==> src/tccc_pkg.sv <==
package tccc_pkg;

    typedef enum logic [2:0] {
        OP_GLYPH       = 3'd0,
        OP_FILL_CELL   = 3'd1,
        OP_SCROLL      = 3'd2,
        OP_FLUSH       = 3'd3,
        OP_FILL_SCREEN = 3'd4
    } op_t;

    typedef enum logic [2:0] {
        KIND_CLEAR   = 3'd0,
        KIND_NEWLINE = 3'd1,
        KIND_CR      = 3'd2,
        KIND_TAB     = 3'd3,
        KIND_BKSP    = 3'd4,
        KIND_GLYPH   = 3'd5
    } kind_t;

    localparam logic [1:0] REG_ENABLE     = 2'd0;
    localparam logic [1:0] REG_COLUMNS    = 2'd1;
    localparam logic [1:0] REG_TEXT_ROWS  = 2'd2;
    localparam logic [1:0] REG_GLYPH_MODE = 2'd3;

    localparam logic [7:0] RESET_COLUMNS   = 8'd80;
    localparam logic [7:0] RESET_TEXT_ROWS = 8'd25;

    localparam logic [7:0] CH_NUL       = 8'h00;
    localparam logic [7:0] CH_BACKSPACE = 8'h08;
    localparam logic [7:0] CH_TAB       = 8'h09;
    localparam logic [7:0] CH_NEWLINE   = 8'h0A;
    localparam logic [7:0] CH_RETURN    = 8'h0D;

    localparam logic [7:0] FIRST_PRINTABLE   = 8'h20;
    localparam logic [7:0] LAST_PRINTABLE    = 8'h7E;
    localparam logic [7:0] PLACEHOLDER_ENTRY = 8'd2;
    localparam logic [8:0] TAB_WIDTH         = 9'd4;

    typedef struct packed {
        logic       enable;
        logic [7:0] columns;
        logic [7:0] text_rows;
        logic       glyph_cache_mode;
    } cfg_t;

    typedef struct packed {
        kind_t      kind;
        logic [7:0] font;
    } cls_item_t;

    typedef struct packed {
        op_t        op;
        logic [7:0] col;
        logic [7:0] row;
        logic [7:0] font;
        logic       last;
    } res_t;

endpackage

==> src/tccc_cfg.sv <==
module tccc_cfg (
    input  logic           clk,
    input  logic           rst_n,
    input  logic           psel,
    input  logic           penable,
    input  logic           pwrite,
    input  logic [3:0]     paddr,
    input  logic [31:0]    pwdata,
    output logic [31:0]    prdata,
    output logic           pready,
    output tccc_pkg::cfg_t cfg
);
    import tccc_pkg::*;

    cfg_t cfg_reg;
    cfg_t cfg_next;
    logic wr_en;

    assign pready = 1'b1;
    assign wr_en  = psel && penable && pwrite;
    assign cfg    = cfg_reg;

    always_comb
    begin
        cfg_next = cfg_reg;
        if (wr_en)
        begin
            unique case (paddr[3:2])
                REG_ENABLE:     cfg_next.enable           = pwdata[0];
                REG_COLUMNS:    cfg_next.columns          = pwdata[7:0];
                REG_TEXT_ROWS:  cfg_next.text_rows        = pwdata[7:0];
                REG_GLYPH_MODE: cfg_next.glyph_cache_mode = pwdata[0];
            endcase
        end
    end

    always_comb
    begin
        unique case (paddr[3:2])
            REG_ENABLE:     prdata = {31'd0, cfg_reg.enable};
            REG_COLUMNS:    prdata = {24'd0, cfg_reg.columns};
            REG_TEXT_ROWS:  prdata = {24'd0, cfg_reg.text_rows};
            REG_GLYPH_MODE: prdata = {31'd0, cfg_reg.glyph_cache_mode};
        endcase
    end

    always_ff @(posedge clk or negedge rst_n)
    begin
        if (!rst_n)
        begin
            cfg_reg.enable           <= 1'b0;
            cfg_reg.columns          <= RESET_COLUMNS;
            cfg_reg.text_rows        <= RESET_TEXT_ROWS;
            cfg_reg.glyph_cache_mode <= 1'b0;
        end
        else
        begin
            cfg_reg <= cfg_next;
        end
    end

endmodule

==> src/tccc_front.sv <==
module tccc_front (
    input  logic                clk,
    input  logic                rst_n,
    input  tccc_pkg::cfg_t      cfg,
    input  logic                push,
    output logic                full,
    input  logic                cmd,
    input  logic [7:0]          char_code,
    output logic                q_valid,
    output tccc_pkg::cls_item_t q_item,
    input  logic                q_pop
);
    import tccc_pkg::*;

    cls_item_t mem [2];
    cls_item_t cls;
    logic      wr_ptr_reg, wr_ptr_next;
    logic      rd_ptr_reg, rd_ptr_next;
    logic [1:0] count_reg, count_next;
    logic      accept;
    logic      keep;
    logic      do_pop;

    assign full    = (count_reg == 2'd2);
    assign q_valid = (count_reg != 2'd0);
    assign q_item  = mem[rd_ptr_reg];
    assign accept  = push && !full;
    assign do_pop  = q_pop && q_valid;

    // Drop items while disabled, and NUL bytes: they change nothing.
    assign keep = cfg.enable && (cmd || (char_code != CH_NUL));

    always_comb
    begin
        cls.font = char_code;
        if (cfg.glyph_cache_mode &&
            ((char_code < FIRST_PRINTABLE) || (char_code > LAST_PRINTABLE)))
        begin
            cls.font = PLACEHOLDER_ENTRY;
        end
        if (cmd)
        begin
            cls.kind = KIND_CLEAR;
        end
        else
        begin
            unique case (char_code)
                CH_NEWLINE:   cls.kind = KIND_NEWLINE;
                CH_RETURN:    cls.kind = KIND_CR;
                CH_TAB:       cls.kind = KIND_TAB;
                CH_BACKSPACE: cls.kind = KIND_BKSP;
                default:      cls.kind = KIND_GLYPH;
            endcase
        end
    end

    always_comb
    begin
        wr_ptr_next = wr_ptr_reg;
        rd_ptr_next = rd_ptr_reg;
        count_next  = count_reg;
        if (accept && keep)
        begin
            wr_ptr_next = ~wr_ptr_reg;
        end
        if (do_pop)
        begin
            rd_ptr_next = ~rd_ptr_reg;
        end
        unique case ({accept && keep, do_pop})
            2'b10:   count_next = count_reg + 2'd1;
            2'b01:   count_next = count_reg - 2'd1;
            default: count_next = count_reg;
        endcase
    end

    always_ff @(posedge clk)
    begin
        if (accept && keep)
        begin
            mem[wr_ptr_reg] <= cls;
        end
    end

    always_ff @(posedge clk or negedge rst_n)
    begin
        if (!rst_n)
        begin
            wr_ptr_reg <= 1'b0;
            rd_ptr_reg <= 1'b0;
            count_reg  <= 2'd0;
        end
        else
        begin
            wr_ptr_reg <= wr_ptr_next;
            rd_ptr_reg <= rd_ptr_next;
            count_reg  <= count_next;
        end
    end

endmodule

==> src/tccc_back.sv <==
module tccc_back (
    input  logic                clk,
    input  logic                rst_n,
    input  tccc_pkg::cfg_t      cfg,
    input  logic                q_valid,
    input  tccc_pkg::cls_item_t q_item,
    output logic                q_pop,
    output logic                res_valid,
    output tccc_pkg::res_t      res,
    input  logic                res_ready
);
    import tccc_pkg::*;

    // Pending results of an item: bit 0 cell or screen op, bit 1 scroll, bit 2 flush.
    logic [2:0] pend_reg, pend_next;
    logic [2:0] pend_after;
    logic [2:0] pend_rest;
    logic [2:0] new_pend;
    logic [7:0] col_reg, col_next;
    logic [7:0] row_reg, row_next;
    op_t        first_op_reg, first_op_next;
    logic [7:0] first_col_reg, first_col_next;
    logic [7:0] first_row_reg, first_row_next;
    logic [7:0] first_font_reg, first_font_next;

    logic [8:0] cols9, rows9;
    logic [8:0] m, n, m2, n2;
    logic       has_first;
    logic       wrap;
    logic       scroll;
    logic       emit_fire;
    logic       load;

    assign cols9 = {1'b0, (cfg.columns == 8'd0) ? 8'd1 : cfg.columns};
    assign rows9 = {1'b0, (cfg.text_rows == 8'd0) ? 8'd1 : cfg.text_rows};

    // Cursor update and result set for the item at the head of the queue.
    always_comb
    begin
        m               = {1'b0, col_reg};
        n               = {1'b0, row_reg};
        has_first       = 1'b0;
        first_op_next   = OP_GLYPH;
        first_col_next  = 8'd0;
        first_row_next  = 8'd0;
        first_font_next = 8'd0;
        unique case (q_item.kind)
            KIND_NEWLINE:
            begin
                m = 9'd0;
                n = n + 9'd1;
            end
            KIND_CR:
            begin
                m = 9'd0;
            end
            KIND_TAB:
            begin
                m = m + TAB_WIDTH;
            end
            KIND_BKSP:
            begin
                if (m != 9'd0)
                begin
                    m         = m - 9'd1;
                    has_first = 1'b1;
                end
                else if (n != 9'd0)
                begin
                    n         = n - 9'd1;
                    m         = cols9 - 9'd1;
                    has_first = 1'b1;
                end
                first_op_next  = OP_FILL_CELL;
                first_col_next = m[7:0];
                first_row_next = n[7:0];
            end
            KIND_GLYPH:
            begin
                has_first       = 1'b1;
                first_col_next  = m[7:0];
                first_row_next  = n[7:0];
                first_font_next = q_item.font;
                m               = m + 9'd1;
            end
            KIND_CLEAR:
            begin
                first_op_next = OP_FILL_SCREEN;
            end
            default:
            begin
                m = {1'b0, col_reg};
            end
        endcase

        wrap   = (m >= cols9);
        m2     = wrap ? 9'd0 : m;
        n2     = wrap ? (n + 9'd1) : n;
        scroll = (n2 >= rows9);
        if (scroll)
        begin
            n2 = rows9 - 9'd1;
        end

        if (q_item.kind == KIND_CLEAR)
        begin
            new_pend = 3'b101;
            m2       = 9'd0;
            n2       = 9'd0;
        end
        else
        begin
            new_pend = {scroll, scroll, has_first};
        end
    end

    // Emit the lowest pending result; a single pending bit marks the last one.
    assign pend_rest = pend_reg & (pend_reg - 3'd1);
    assign res_valid = (pend_reg != 3'd0);
    assign emit_fire = res_valid && res_ready;
    assign pend_after = emit_fire ? pend_rest : pend_reg;
    assign load      = q_valid && (pend_after == 3'd0);
    assign q_pop     = load;

    always_comb
    begin
        res.col  = 8'd0;
        res.row  = 8'd0;
        res.font = 8'd0;
        res.last = (pend_rest == 3'd0);
        priority if (pend_reg[0])
        begin
            res.op   = first_op_reg;
            res.col  = first_col_reg;
            res.row  = first_row_reg;
            res.font = first_font_reg;
        end
        else if (pend_reg[1])
        begin
            res.op = OP_SCROLL;
        end
        else
        begin
            res.op = OP_FLUSH;
        end
    end

    always_comb
    begin
        pend_next = pend_after;
        col_next  = col_reg;
        row_next  = row_reg;
        if (load)
        begin
            pend_next = new_pend;
            col_next  = m2[7:0];
            row_next  = n2[7:0];
        end
    end

    always_ff @(posedge clk)
    begin
        if (load)
        begin
            first_op_reg   <= first_op_next;
            first_col_reg  <= first_col_next;
            first_row_reg  <= first_row_next;
            first_font_reg <= first_font_next;
        end
    end

    always_ff @(posedge clk or negedge rst_n)
    begin
        if (!rst_n)
        begin
            pend_reg <= 3'd0;
            col_reg  <= 8'd0;
            row_reg  <= 8'd0;
        end
        else
        begin
            pend_reg <= pend_next;
            col_reg  <= col_next;
            row_reg  <= row_next;
        end
    end

endmodule

==> src/tccc_outq.sv <==
module tccc_outq (
    input  logic           clk,
    input  logic           rst_n,
    input  logic           wr_valid,
    input  tccc_pkg::res_t wr_data,
    output logic           wr_ready,
    output logic           empty,
    input  logic           pop,
    output tccc_pkg::res_t rd_data
);
    import tccc_pkg::*;

    res_t       mem [2];
    logic       wr_ptr_reg, wr_ptr_next;
    logic       rd_ptr_reg, rd_ptr_next;
    logic [1:0] count_reg, count_next;
    logic       do_wr;
    logic       do_rd;

    assign wr_ready = (count_reg != 2'd2);
    assign empty    = (count_reg == 2'd0);
    assign rd_data  = mem[rd_ptr_reg];
    assign do_wr    = wr_valid && wr_ready;
    assign do_rd    = pop && !empty;

    always_comb
    begin
        wr_ptr_next = do_wr ? ~wr_ptr_reg : wr_ptr_reg;
        rd_ptr_next = do_rd ? ~rd_ptr_reg : rd_ptr_reg;
        unique case ({do_wr, do_rd})
            2'b10:   count_next = count_reg + 2'd1;
            2'b01:   count_next = count_reg - 2'd1;
            default: count_next = count_reg;
        endcase
    end

    always_ff @(posedge clk)
    begin
        if (do_wr)
        begin
            mem[wr_ptr_reg] <= wr_data;
        end
    end

    always_ff @(posedge clk or negedge rst_n)
    begin
        if (!rst_n)
        begin
            wr_ptr_reg <= 1'b0;
            rd_ptr_reg <= 1'b0;
            count_reg  <= 2'd0;
        end
        else
        begin
            wr_ptr_reg <= wr_ptr_next;
            rd_ptr_reg <= rd_ptr_next;
            count_reg  <= count_next;
        end
    end

endmodule

==> src/text_console_cursor_controller.sv <==
// Text console cursor controller.
// Input channel (push/full): one item is a clear command or a character byte.
// The front end classifies it and places it in a two-entry command queue;
// disabled-console items and NUL bytes are dropped there.
// The back end keeps the cursor and turns each item into zero to three draw
// commands (cell op, scroll, flush; or fill screen, flush), one per cycle
// while the result queue has room. Result channel (empty/pop): a two-entry
// result queue; last marks the final command of an item.
// The first result of an item passes the command queue, the pending result
// registers of the back end and the result queue before it is on the ports.
// The back end loads the next item in the same cycle as it hands on the last
// result of the current one, or at once when it has no result pending.
// When the receiver stalls, the result queue fills, then the back end holds,
// then the command queue fills and full rises; nothing is lost.
// Reset empties both queues, homes the cursor and loads the register reset
// values (disabled, 80 columns, 25 rows, glyph cache off).
// Configuration: APB registers enable, columns, text_rows, glyph_cache_mode
// at byte addresses 0, 4, 8, 12; write only while the block is idle.
module text_console_cursor_controller (
    input  logic        clk,
    input  logic        rst_n,
    input  logic        push,
    output logic        full,
    input  logic        cmd,
    input  logic [7:0]  char_code,
    output logic        empty,
    input  logic        pop,
    output logic [2:0]  op,
    output logic [7:0]  cell_col,
    output logic [7:0]  cell_row,
    output logic [7:0]  font_entry,
    output logic        last,
    input  logic        psel,
    input  logic        penable,
    input  logic        pwrite,
    input  logic [3:0]  paddr,
    input  logic [31:0] pwdata,
    output logic [31:0] prdata,
    output logic        pready
);
    import tccc_pkg::*;

    cfg_t      cfg;
    logic      q_valid;
    cls_item_t q_item;
    logic      q_pop;
    logic      res_valid;
    res_t      res;
    logic      res_ready;
    res_t      head;

    tccc_cfg u_cfg (
        .clk     (clk),
        .rst_n   (rst_n),
        .psel    (psel),
        .penable (penable),
        .pwrite  (pwrite),
        .paddr   (paddr),
        .pwdata  (pwdata),
        .prdata  (prdata),
        .pready  (pready),
        .cfg     (cfg)
    );

    tccc_front u_front (
        .clk       (clk),
        .rst_n     (rst_n),
        .cfg       (cfg),
        .push      (push),
        .full      (full),
        .cmd       (cmd),
        .char_code (char_code),
        .q_valid   (q_valid),
        .q_item    (q_item),
        .q_pop     (q_pop)
    );

    tccc_back u_back (
        .clk       (clk),
        .rst_n     (rst_n),
        .cfg       (cfg),
        .q_valid   (q_valid),
        .q_item    (q_item),
        .q_pop     (q_pop),
        .res_valid (res_valid),
        .res       (res),
        .res_ready (res_ready)
    );

    tccc_outq u_outq (
        .clk      (clk),
        .rst_n    (rst_n),
        .wr_valid (res_valid),
        .wr_data  (res),
        .wr_ready (res_ready),
        .empty    (empty),
        .pop      (pop),
        .rd_data  (head)
    );

    assign op         = head.op;
    assign cell_col   = head.col;
    assign cell_row   = head.row;
    assign font_entry = head.font;
    assign last       = head.last;

endmodule

==> config.mk <==
export PLATFORM = sky130hd
export DESIGN_NAME = text_console_cursor_controller
export DESIGN_NICKNAME = d
export VERILOG_FILES = /design/src/tccc_pkg.sv /design/src/tccc_cfg.sv /design/src/tccc_front.sv /design/src/tccc_back.sv /design/src/tccc_outq.sv /design/src/text_console_cursor_controller.sv
export SDC_FILE = /design/constraint.sdc
export NUM_CORES = 1
export LEC_CHECK = 0
export BUFFER_PORTS_ARGS = -buffer_cell sky130_fd_sc_hd__buf_2
export CAP_MARGIN = 25
export CELL_PAD_IN_SITES_DETAIL_PLACEMENT = 2
export CELL_PAD_IN_SITES_GLOBAL_PLACEMENT = 2
export CORE_UTILIZATION = 34
export CTS_CLUSTER_DIAMETER = 50
export DETAILED_ROUTE_END_ITERATION = 8
export GPL_TIMING_DRIVEN = 1
export PLACE_DENSITY = 0.84
export SLEW_MARGIN = 20
export SYNTH_ARGS = -nofsm -noshare
export SYNTH_HDL_FRONTEND = slang
export SYNTH_SLANG_ARGS = --single-unit
==> constraint.sdc <==
create_clock -name clk -period 5.1 [get_ports clk]
set_input_delay 1.02 -clock clk [delete_from_list [all_inputs] [get_ports clk]]
set_output_delay 1.02 -clock clk [all_outputs]
set_load 0.02 [all_outputs]
==> results of run 1 <==
## per-layer routing
metal	vias to the layer above	GRT usage [%]	share of wire, %
met2	389	49.19	51
met4	0	16.12	6.3
li1	3278	-	-
met5	-	0	0
met1	3975	32.66	39
met3	151	3.951	4.5
## power breakdown
group | internal (uW) | switching (uW) | leakage (uW)
clock | 759 | 644 | 0.000306
combinational | 1980 | 2910 | 0.00286
sequential | 1870 | 276 | 0.00156
## worst reg2reg max path: cells and delay by family, from the launching register on
family,cells,cell delay (ns)
flip-flops,1,0.48
XOR/XNOR,1,0.26
AO/OA/AOI/OAI,13,2.64
multiplexers,1,0.21
adder cells (fa/ha/maj),2,0.56
buffers and inverters,6,1.06
AND/OR/NAND/NOR,1,0.19
## cells by family after synthesis
family                     synth area share, %
and+or+nand+nor                          16.49
buffers and inverters                    5.522
other                                  0.08769
AOI/OAI and AO/OA                        13.81
adders and majority gates                4.091
muxes                                    6.633
xor gates and xnor gates                 3.681
DFF                                      49.69
## final timing paths
path | end | slack, ns | cells past startpoint
max | u_back.row_reg[6] | -0.42 | 24
min | u_outq.count_reg[1] | 0.52 | 1
max reg2reg | u_back.row_reg[6] | -0.42 | 24
min reg2reg | u_outq.count_reg[1] | 0.52 | 1
max in group asynchronous | u_front.rd_ptr_reg | 3.94 | 2
min in group asynchronous | u_back.col_reg[3] | 0.68 | 2
## placed cells by master (no fill, tap or decap), types with 6 or more instances in the layout
master,n
sky130_fd_sc_hd__xor2_1,11
sky130_fd_sc_hd__a221o_1,6
sky130_fd_sc_hd__mux2_2,35
sky130_fd_sc_hd__o31ai_1,6
sky130_fd_sc_hd__nor2_1,52
sky130_fd_sc_hd__nand4_1,10
sky130_fd_sc_hd__conb_1,25
sky130_fd_sc_hd__nor2b_1,10
sky130_fd_sc_hd__and2_1,33
sky130_fd_sc_hd__nand2_1,59
sky130_fd_sc_hd__o21ai_0,39
sky130_fd_sc_hd__dfrtp_1,39
sky130_fd_sc_hd__xnor2_1,20
sky130_fd_sc_hd__mux2i_1,13
sky130_fd_sc_hd__edfxtp_1,104
sky130_fd_sc_hd__buf_4,149
sky130_fd_sc_hd__inv_1,29
sky130_fd_sc_hd__ha_1,19
sky130_fd_sc_hd__nor2_2,7
sky130_fd_sc_hd__a21oi_1,13
sky130_fd_sc_hd__clkbuf_16,17
sky130_fd_sc_hd__nor3_1,13
sky130_fd_sc_hd__nand3_1,17
sky130_fd_sc_hd__nor3_2,6
sky130_fd_sc_hd__a21o_1,14
sky130_fd_sc_hd__nor4_1,7
sky130_fd_sc_hd__a22o_1,13
sky130_fd_sc_hd__ha_4,8
sky130_fd_sc_hd__buf_2,64
## timing repair
item	CTS	global route
buffers inserted	13	15
pin swaps	34	19
endpoints found under the setup margin	10	10
resized for setup	49	51
## cell type report
type,count,area share [%]
inverter,33,1.091
clock inverter,14,1.630
clock buffer,18,3.866
timing repair buffer,217,13.10
sequential,149,37.48
multi-input combinational,574,39.25
tap,324,3.569
antenna,1,0.02203
## through the flow
step / setup WS (ns) / std cells / power (uW) / instance area [sq um] / utilization [%]
finish: -0.4224 / 1330 / 8434 / 11360 / 46.30
global route: -0.5197 / 1329 / 8715 / 11360 / 46.29
CTS: -0.07684 / 1314 / 7781 / 10970 / 44.73
detailed placement: -0.5417 / 1269 / 5932 / 10000 / 40.78
global placement: -0.3177 / 1269 / 5637 / 10000 / 40.78
floorplan: 0.01016 / 818 / 4234 / 8685 / -
==> parameters.txt, run 1 <==
Parameter                              Value

Floorplan
  Count of pins on the block boundary    115
  Site row count    57
  DIE WIDTH    approximately 160 um
  Die ar.    around 26000 sq um
  Core area    around 25000 sq um
  Initial core utilization    about a third
  DIE HEIGHT    around 160 um

Pwr
  Leakage    approximately 0.0047 uW
  Peak supply drop    0.0002449 V
  Power density over the cells    between 700 and 800 nW/um^2

Place
  Count of input and output buffers    between 60 and 70
  Final GP Congestion    just over 0.9
  Dpl hpwl    between 20 and 25 mm

STA
  Worst hold slack after final layout    between 0.5 and 0.6 ns
  Number of endpoints with negative hold slack in the final report    0
  Final-report setup violation count    10
  Minimum clock period after layout    roughly 5.5 ns
  Unrepaired setup endpoints after global routing    true
  Relative max-transition margin    roughly 14%
  Worst clock skew on the final layout    between 0.02 and 0.025 ns
  F_max    between 150 and 200 MHz
  Number of pins exceeding their max-slew limit in the final report    0
  Final clock period utilization by the worst path    108.3%
  Setup Total Neg Slack    -3.551 ns
  Slew at the pin closest to its max-slew limit    ~1.3 ns
  Worst path setup slack after routing    -0.4224 ns

Global routing
  Via count of the first global-routing pass    8483
  Largest net degree at the start of global routing    between 40 and 50
  Total routing usage reported by global routing    28.01%
  Number of antenna violations at the first check in global routing    1
  First-pass GRT wire length    approximately 53 mm
  Total gr overflow    0

Clock tree
  H-Tree Level Count    4
  Cts-stage hold buffer count    0
  CTS tree    built
  Number of clock sinks    149
  Worst-skew pair later-pin latency    0.47 ns
  Number of buffers on the longest clock path    2
  Num CTS Buffers    17
  Clock slew at reported path FFs    ~0.080 ns
  Clock root cell    sky130_fd_sc_hd__clkbuf_16

Worst setup path
  Setup CP Type    register to register
  Worst path bufs/invs    6
  CP cell instances    buf_2 -> mux2i_4 -> buf_4 -> buf_4 -> nand3_1 -> o21ai_0 -> a221o_1 -> ha_1 -> a21o_1 -> a21oi_2 -> o31ai_2 -> a41oi_2 -> buf_6 -> buf_8 -> a21oi_1 -> xnor2_2 -> ha_1 -> a21o_1 -> a211oi_2 -> o21a_1 -> o21ai_1 -> buf_4 -> o211a_1 -> a221o_1
  FF-to-FF Start    u_front.rd_ptr_reg
  Max stage delay on crit path    between 0.4 and 0.5 ns
  Data arrival at the endpoint of the critical path    ~5.9 ns
  Cell type group with the largest total delay on the critical path    compound AO/OA/AOI/OAI gates
  Dominant cell type by count on the critical path    sky130_fd_sc_hd__buf_4
  Critical path fanouts, max    8
  Worst setup SP type    register
  Capturing element type of the critical path    register
  CP required    roughly 5.4 ns
  Crit. Startpoint    u_front.rd_ptr_reg
  Master of the slowest instance on the critical path    sky130_fd_sc_hd__dfrtp_2

Cells and area
  Share of layout cells above drive strength 1    38.21%
  Count of filler cells inserted in the layout    between 2000 and 3000
  Area Overhead vs Synth    32.62%
  Area occupied by multi-input gates    around 4500 sq um
  Seq. cell area    between 4000 and 5000 sq um
  NumNets Final    between 1000 and 1500
  Flip-flop count of the largest register after layout    between 50 and 60

Synthesis
  Primary flip-flop cell chosen by synthesis mapping    sky130_fd_sc_hd__edfxtp_1
  Top cells by instance count after synthesis    104 x sky130_fd_sc_hd__edfxtp_1, 63 x sky130_fd_sc_hd__nand2_1, 63 x sky130_fd_sc_hd__nor2_1, 45 x sky130_fd_sc_hd__o21ai_0, 40 x sky130_fd_sc_hd__dfrtp_1
  Ranking of synthesized cells by area    sky130_fd_sc_hd__edfxtp_1 36%, sky130_fd_sc_hd__dfrtp_1 12%, sky130_fd_sc_hd__mux2_2 4.7%
  Number of distinct library cells after synthesis    between 80 and 90
  Post-synth top area cell    sky130_fd_sc_hd__edfxtp_1
  Synth Register Bits    about 150
  Register area share after synthesis    roughly half
  Synthesized instance count    about 800
  Post-Synthesis Mean Instance Area    between 10 and 15 sq um
  Summed instance area of the synthesized netlist    8564 sq um
  Number of flops mapped to enable cells by yosys    about 100
  Portion of synthesized cell area occupied by the leading cell type    between 30% and 40%
  Most common cell in the netlist    sky130_fd_sc_hd__edfxtp_1
  Proportion of register bits with asynchronous set or reset after synthesis    30.20%
  Warnings, synthesis    0

Status
  Failing checks    setup timing
  Run status    finished with violations

Worst hold path
  Worst hold-check path type    register to register
  Critical hold path startpoint    u_outq.count_reg[1]

Route
  Violation count after the first detailed-routing iteration    ~600
  Vias    between 7000 and 8000
  Number of remaining DRC errors    0
  Detail-routed net length per standard cell    between 20 and 30 um
  Via/cell ratio    5.859
  Total wire length    between 30 and 40 mm
  Iteration count of the initial detailed-routing pass    5
  Post-DRT Antenna Nets    0

Flow run
  Max-capacitance violation count    0
Power figures use the tool's default switching activity.
==> run 2: changes to the inputs <==
PLACE_DENSITY = 0.73   (was 0.84)
==> run 2 against run 1 <==
The flow still finishes with violations (setup timing). Combinational power shrank 7.6%. Sequential share of layout area rose by 0.57 points. First-iteration DRC count down 14%. Routed wire length decreased by 11%. Largest cell class unchanged. Largest power group unchanged. Highest routed layer unchanged.
==> parameters.txt, run 2 (synthesis gave the netlist of run 1 again) <==
Parameter                              Value

Flow run
  Max-capacitance violation count    0 (unchanged)

Worst hold path
  Count of cells along the worst hold path    1 (unchanged)
  Worst hold-check path type    register to register

Worst setup path
  Capturing element type of the critical path    register
  Data arrival at the endpoint of the critical path    5.89 ns (+0.03 ns)
  Setup CP Type    register to register
  Master of the slowest instance on the critical path    sky130_fd_sc_hd__edfxtp_1
  Critical path fanouts, max    8 (unchanged)
  Total number of cells along the worst setup path    25 (+4.2%)
  Worst path bufs/invs    3 (-3)
  Max stage delay on crit path    0.56 ns (+0.08 ns)
  Cell type group with the largest total delay on the critical path    compound AO/OA/AOI/OAI gates
  Worst setup SP type    register
  CP required    5.47 ns (+0.03 ns)
  Cells on worst reg2reg path    25 (+4.2%)

STA
  Relative max-transition margin    29.32% (+15 points)
  Final clock period utilization by the worst path    108.2% (-0.12 points)
  F_max    181.3 MHz (+0.11%)
  Unrepaired setup endpoints after global routing    true
  Slew at the pin closest to its max-slew limit    1.056 ns (-0.2362 ns)
  Worst clock skew on the final layout    0.01080 ns (-0.01339 ns)
  Number of pins exceeding their max-slew limit in the final report    0 (unchanged)
  Minimum clock period after layout    5.516 ns (-0.006083 ns)
  Setup Total Neg Slack    -3.564 ns (-0.01242 ns)
  Number of endpoints with negative hold slack in the final report    0 (unchanged)
  Final-report setup violation count    10 (unchanged)
  Worst path setup slack after routing    -0.4163 ns (+0.006083 ns)

Clock tree
  H-Tree Level Count    4 (unchanged)
  Number of clock sinks    149 (unchanged)
  CTS tree    built
  Worst-skew pair later-pin latency    0.44 ns (-0.03 ns)
  Clock root cell    sky130_fd_sc_hd__clkbuf_16
  Num CTS Buffers    17 (unchanged)
  Clock slew at reported path FFs    0.07 ns (about the same)
  Number of buffers on the longest clock path    2 (unchanged)

Global routing
  Met1 capacity usage during global routing    31.96% (-0.70 points)
  Busiest metal layer after global routing    met2
  Via count of the first global-routing pass    7977 (-6.0%)
  Number of antenna violations at the first check in global routing    0 (-1)
  Met3 Use GR    3.564% (-0.39 points)
  First-pass GRT wire length    48.62 mm (-8.7%)
  Largest net degree at the start of global routing    46 (unchanged)
  Routing usage on met2    43.45% (-5.7 points)
  Total routing usage reported by global routing    25.14% (-2.9 points)
  Total gr overflow    0 (unchanged)

Pwr
  Leakage    0.004681 uW (-0.94%)
  Total net switching power    3568 uW (-6.8%)
  Sequential share of power    26.8% (+1.4 points)
  Internal power summed over all cells    4360 uW (-5.3%)
  Peak supply drop    0.0002890 V (+18%)
  Power density over the cells    708.6 nW/um^2 (-4.6%)
  Fraction of power spent switching nets    45.00% (-0.40 points)
  Combinational share of power    57.0% (-0.9 points)
  Clock power frac    16.3% (-0.3 points)
  Total power after layout    7928 uW (-6.0%)

Route
  Total wire length    33.72 mm (-11%)
  Post-DRT Antenna Nets    0 (unchanged)
  Number of remaining DRC errors    0 (unchanged)
  Violation count after the first detailed-routing iteration    517 (-14%)
  Vias    7418 (-4.8%)
  Iteration count of the initial detailed-routing pass    5 (unchanged)
  Via/cell ratio    5.590 (-4.6%)
  Detail-routed net length per standard cell    25.41 um (-10%)

Floorplan
  Site row count    57 (unchanged)
  DIE HEIGHT    160.7 um (unchanged)
  Count of pins on the block boundary    115 (unchanged)
  Die ar.    25830 sq um (unchanged)
  Initial core utilization    34.91% (unchanged)
  Core area    24530 sq um (unchanged)
  DIE WIDTH    160.7 um (unchanged)

Cells and area
  Share of layout cells above drive strength 1    36.69% (-1.5 points)
  NumNets Final    1070 (-0.19%)
  Commonest non-fill, non-tap cell in the layout    sky130_fd_sc_hd__buf_4
  Post-route cell area    11190 sq um (-1.5%)
  Most used cells in the layout excluding fill and tap cells    147 x sky130_fd_sc_hd__buf_4, 104 x sky130_fd_sc_hd__edfxtp_1, 63 x sky130_fd_sc_hd__buf_2, 59 x sky130_fd_sc_hd__nand2_1, 55 x sky130_fd_sc_hd__nor2_1
  Flip-flop count of the largest register after layout    56 (unchanged)
  Count of filler cells inserted in the layout    2594 (+3.0%)
  Area Overhead vs Synth    30.64%
  Diode count    0 (-1)

Place
  Final GP Congestion    0.8964 (-1.9%)
  Count of input and output buffers    63 (unchanged)
  Dpl hpwl    21.64 mm (-5.1%)
  Worst setup timing slack at the placement stage    -0.5229 ns (+0.01889 ns)
  Dpl cell area    10090 sq um (+0.83%)

Status
  Run status    finished with violations
  Failing checks    setup timing
## run 2: path summary, 6_finish.rpt
check	startpoint	slack [ns]	endpoint
min in group asynchronous	rst_n	0.69	u_front.wr_ptr_reg
max in group asynchronous	rst_n	3.91	u_front.rd_ptr_reg
max	u_front.mem[0][10]	-0.42	u_back.row_reg[0]
max reg2reg	u_front.mem[0][10]	-0.42	u_back.row_reg[0]
min reg2reg	u_outq.count_reg[1]	0.52	u_outq.count_reg[1]
min	u_outq.count_reg[1]	0.52	u_outq.count_reg[1]
## run 2: power groups by stage
stage / Combinational [uW] / Clock (uW) / Sequential, uW
floorplan: 2210 / 0 / 2030
global placement: 3640 / 0 / 2090
detailed placement: 3790 / 0 / 2140
CTS: 4080 / 1320 / 2120
global route: 4760 / 1350 / 2170
finish: 4520 / 1290 / 2120
## run 2: repair_timing
| item | CTS | global route |
|---|---|---|
| setup buffers | 13 | 4 |
| setup endpoints to repair | 10 | 10 |
| pin swaps | 37 | 19 |
| hold buffers | 0 | 0 |
| gates resized for setup | 40 | 40 |
## run 2: metrics by stage
step | cells | hold WS, ns | utilization (%)
2_1_floorplan | 818 | 0.4563 | -
3_3_place_gp | 1280 | 0.4761 | 41.12
3_5_place_dp | 1280 | 0.4921 | 41.12
4_1_cts | 1323 | 0.5066 | 44.61
5_1_grt | 1327 | 0.5535 | 45.60
6_report | 1327 | 0.5161 | 45.60
## run 2: layer usage
metal,wire length (um),share of wire [%],up-vias
met5,0,0,-
met4,1194,3.5,0
met3,1346,4.0,75
met2,17050,51,274
met1,14130,42,3791
li1,-,-,3278
## run 2: layout make-up
class / instances / area, sq um / area share [%]
well taps: 324 / 405.4 / 3.623
flip-flops and latches: 149 / 4257 / 38.05
clock buffers: 17 / 425.4 / 3.802
multi-input cells: 574 / 4324 / 38.65
repair buffers: 215 / 1475 / 13.18
clock inverters: 15 / 177.7 / 1.588
inverters: 33 / 123.9 / 1.107
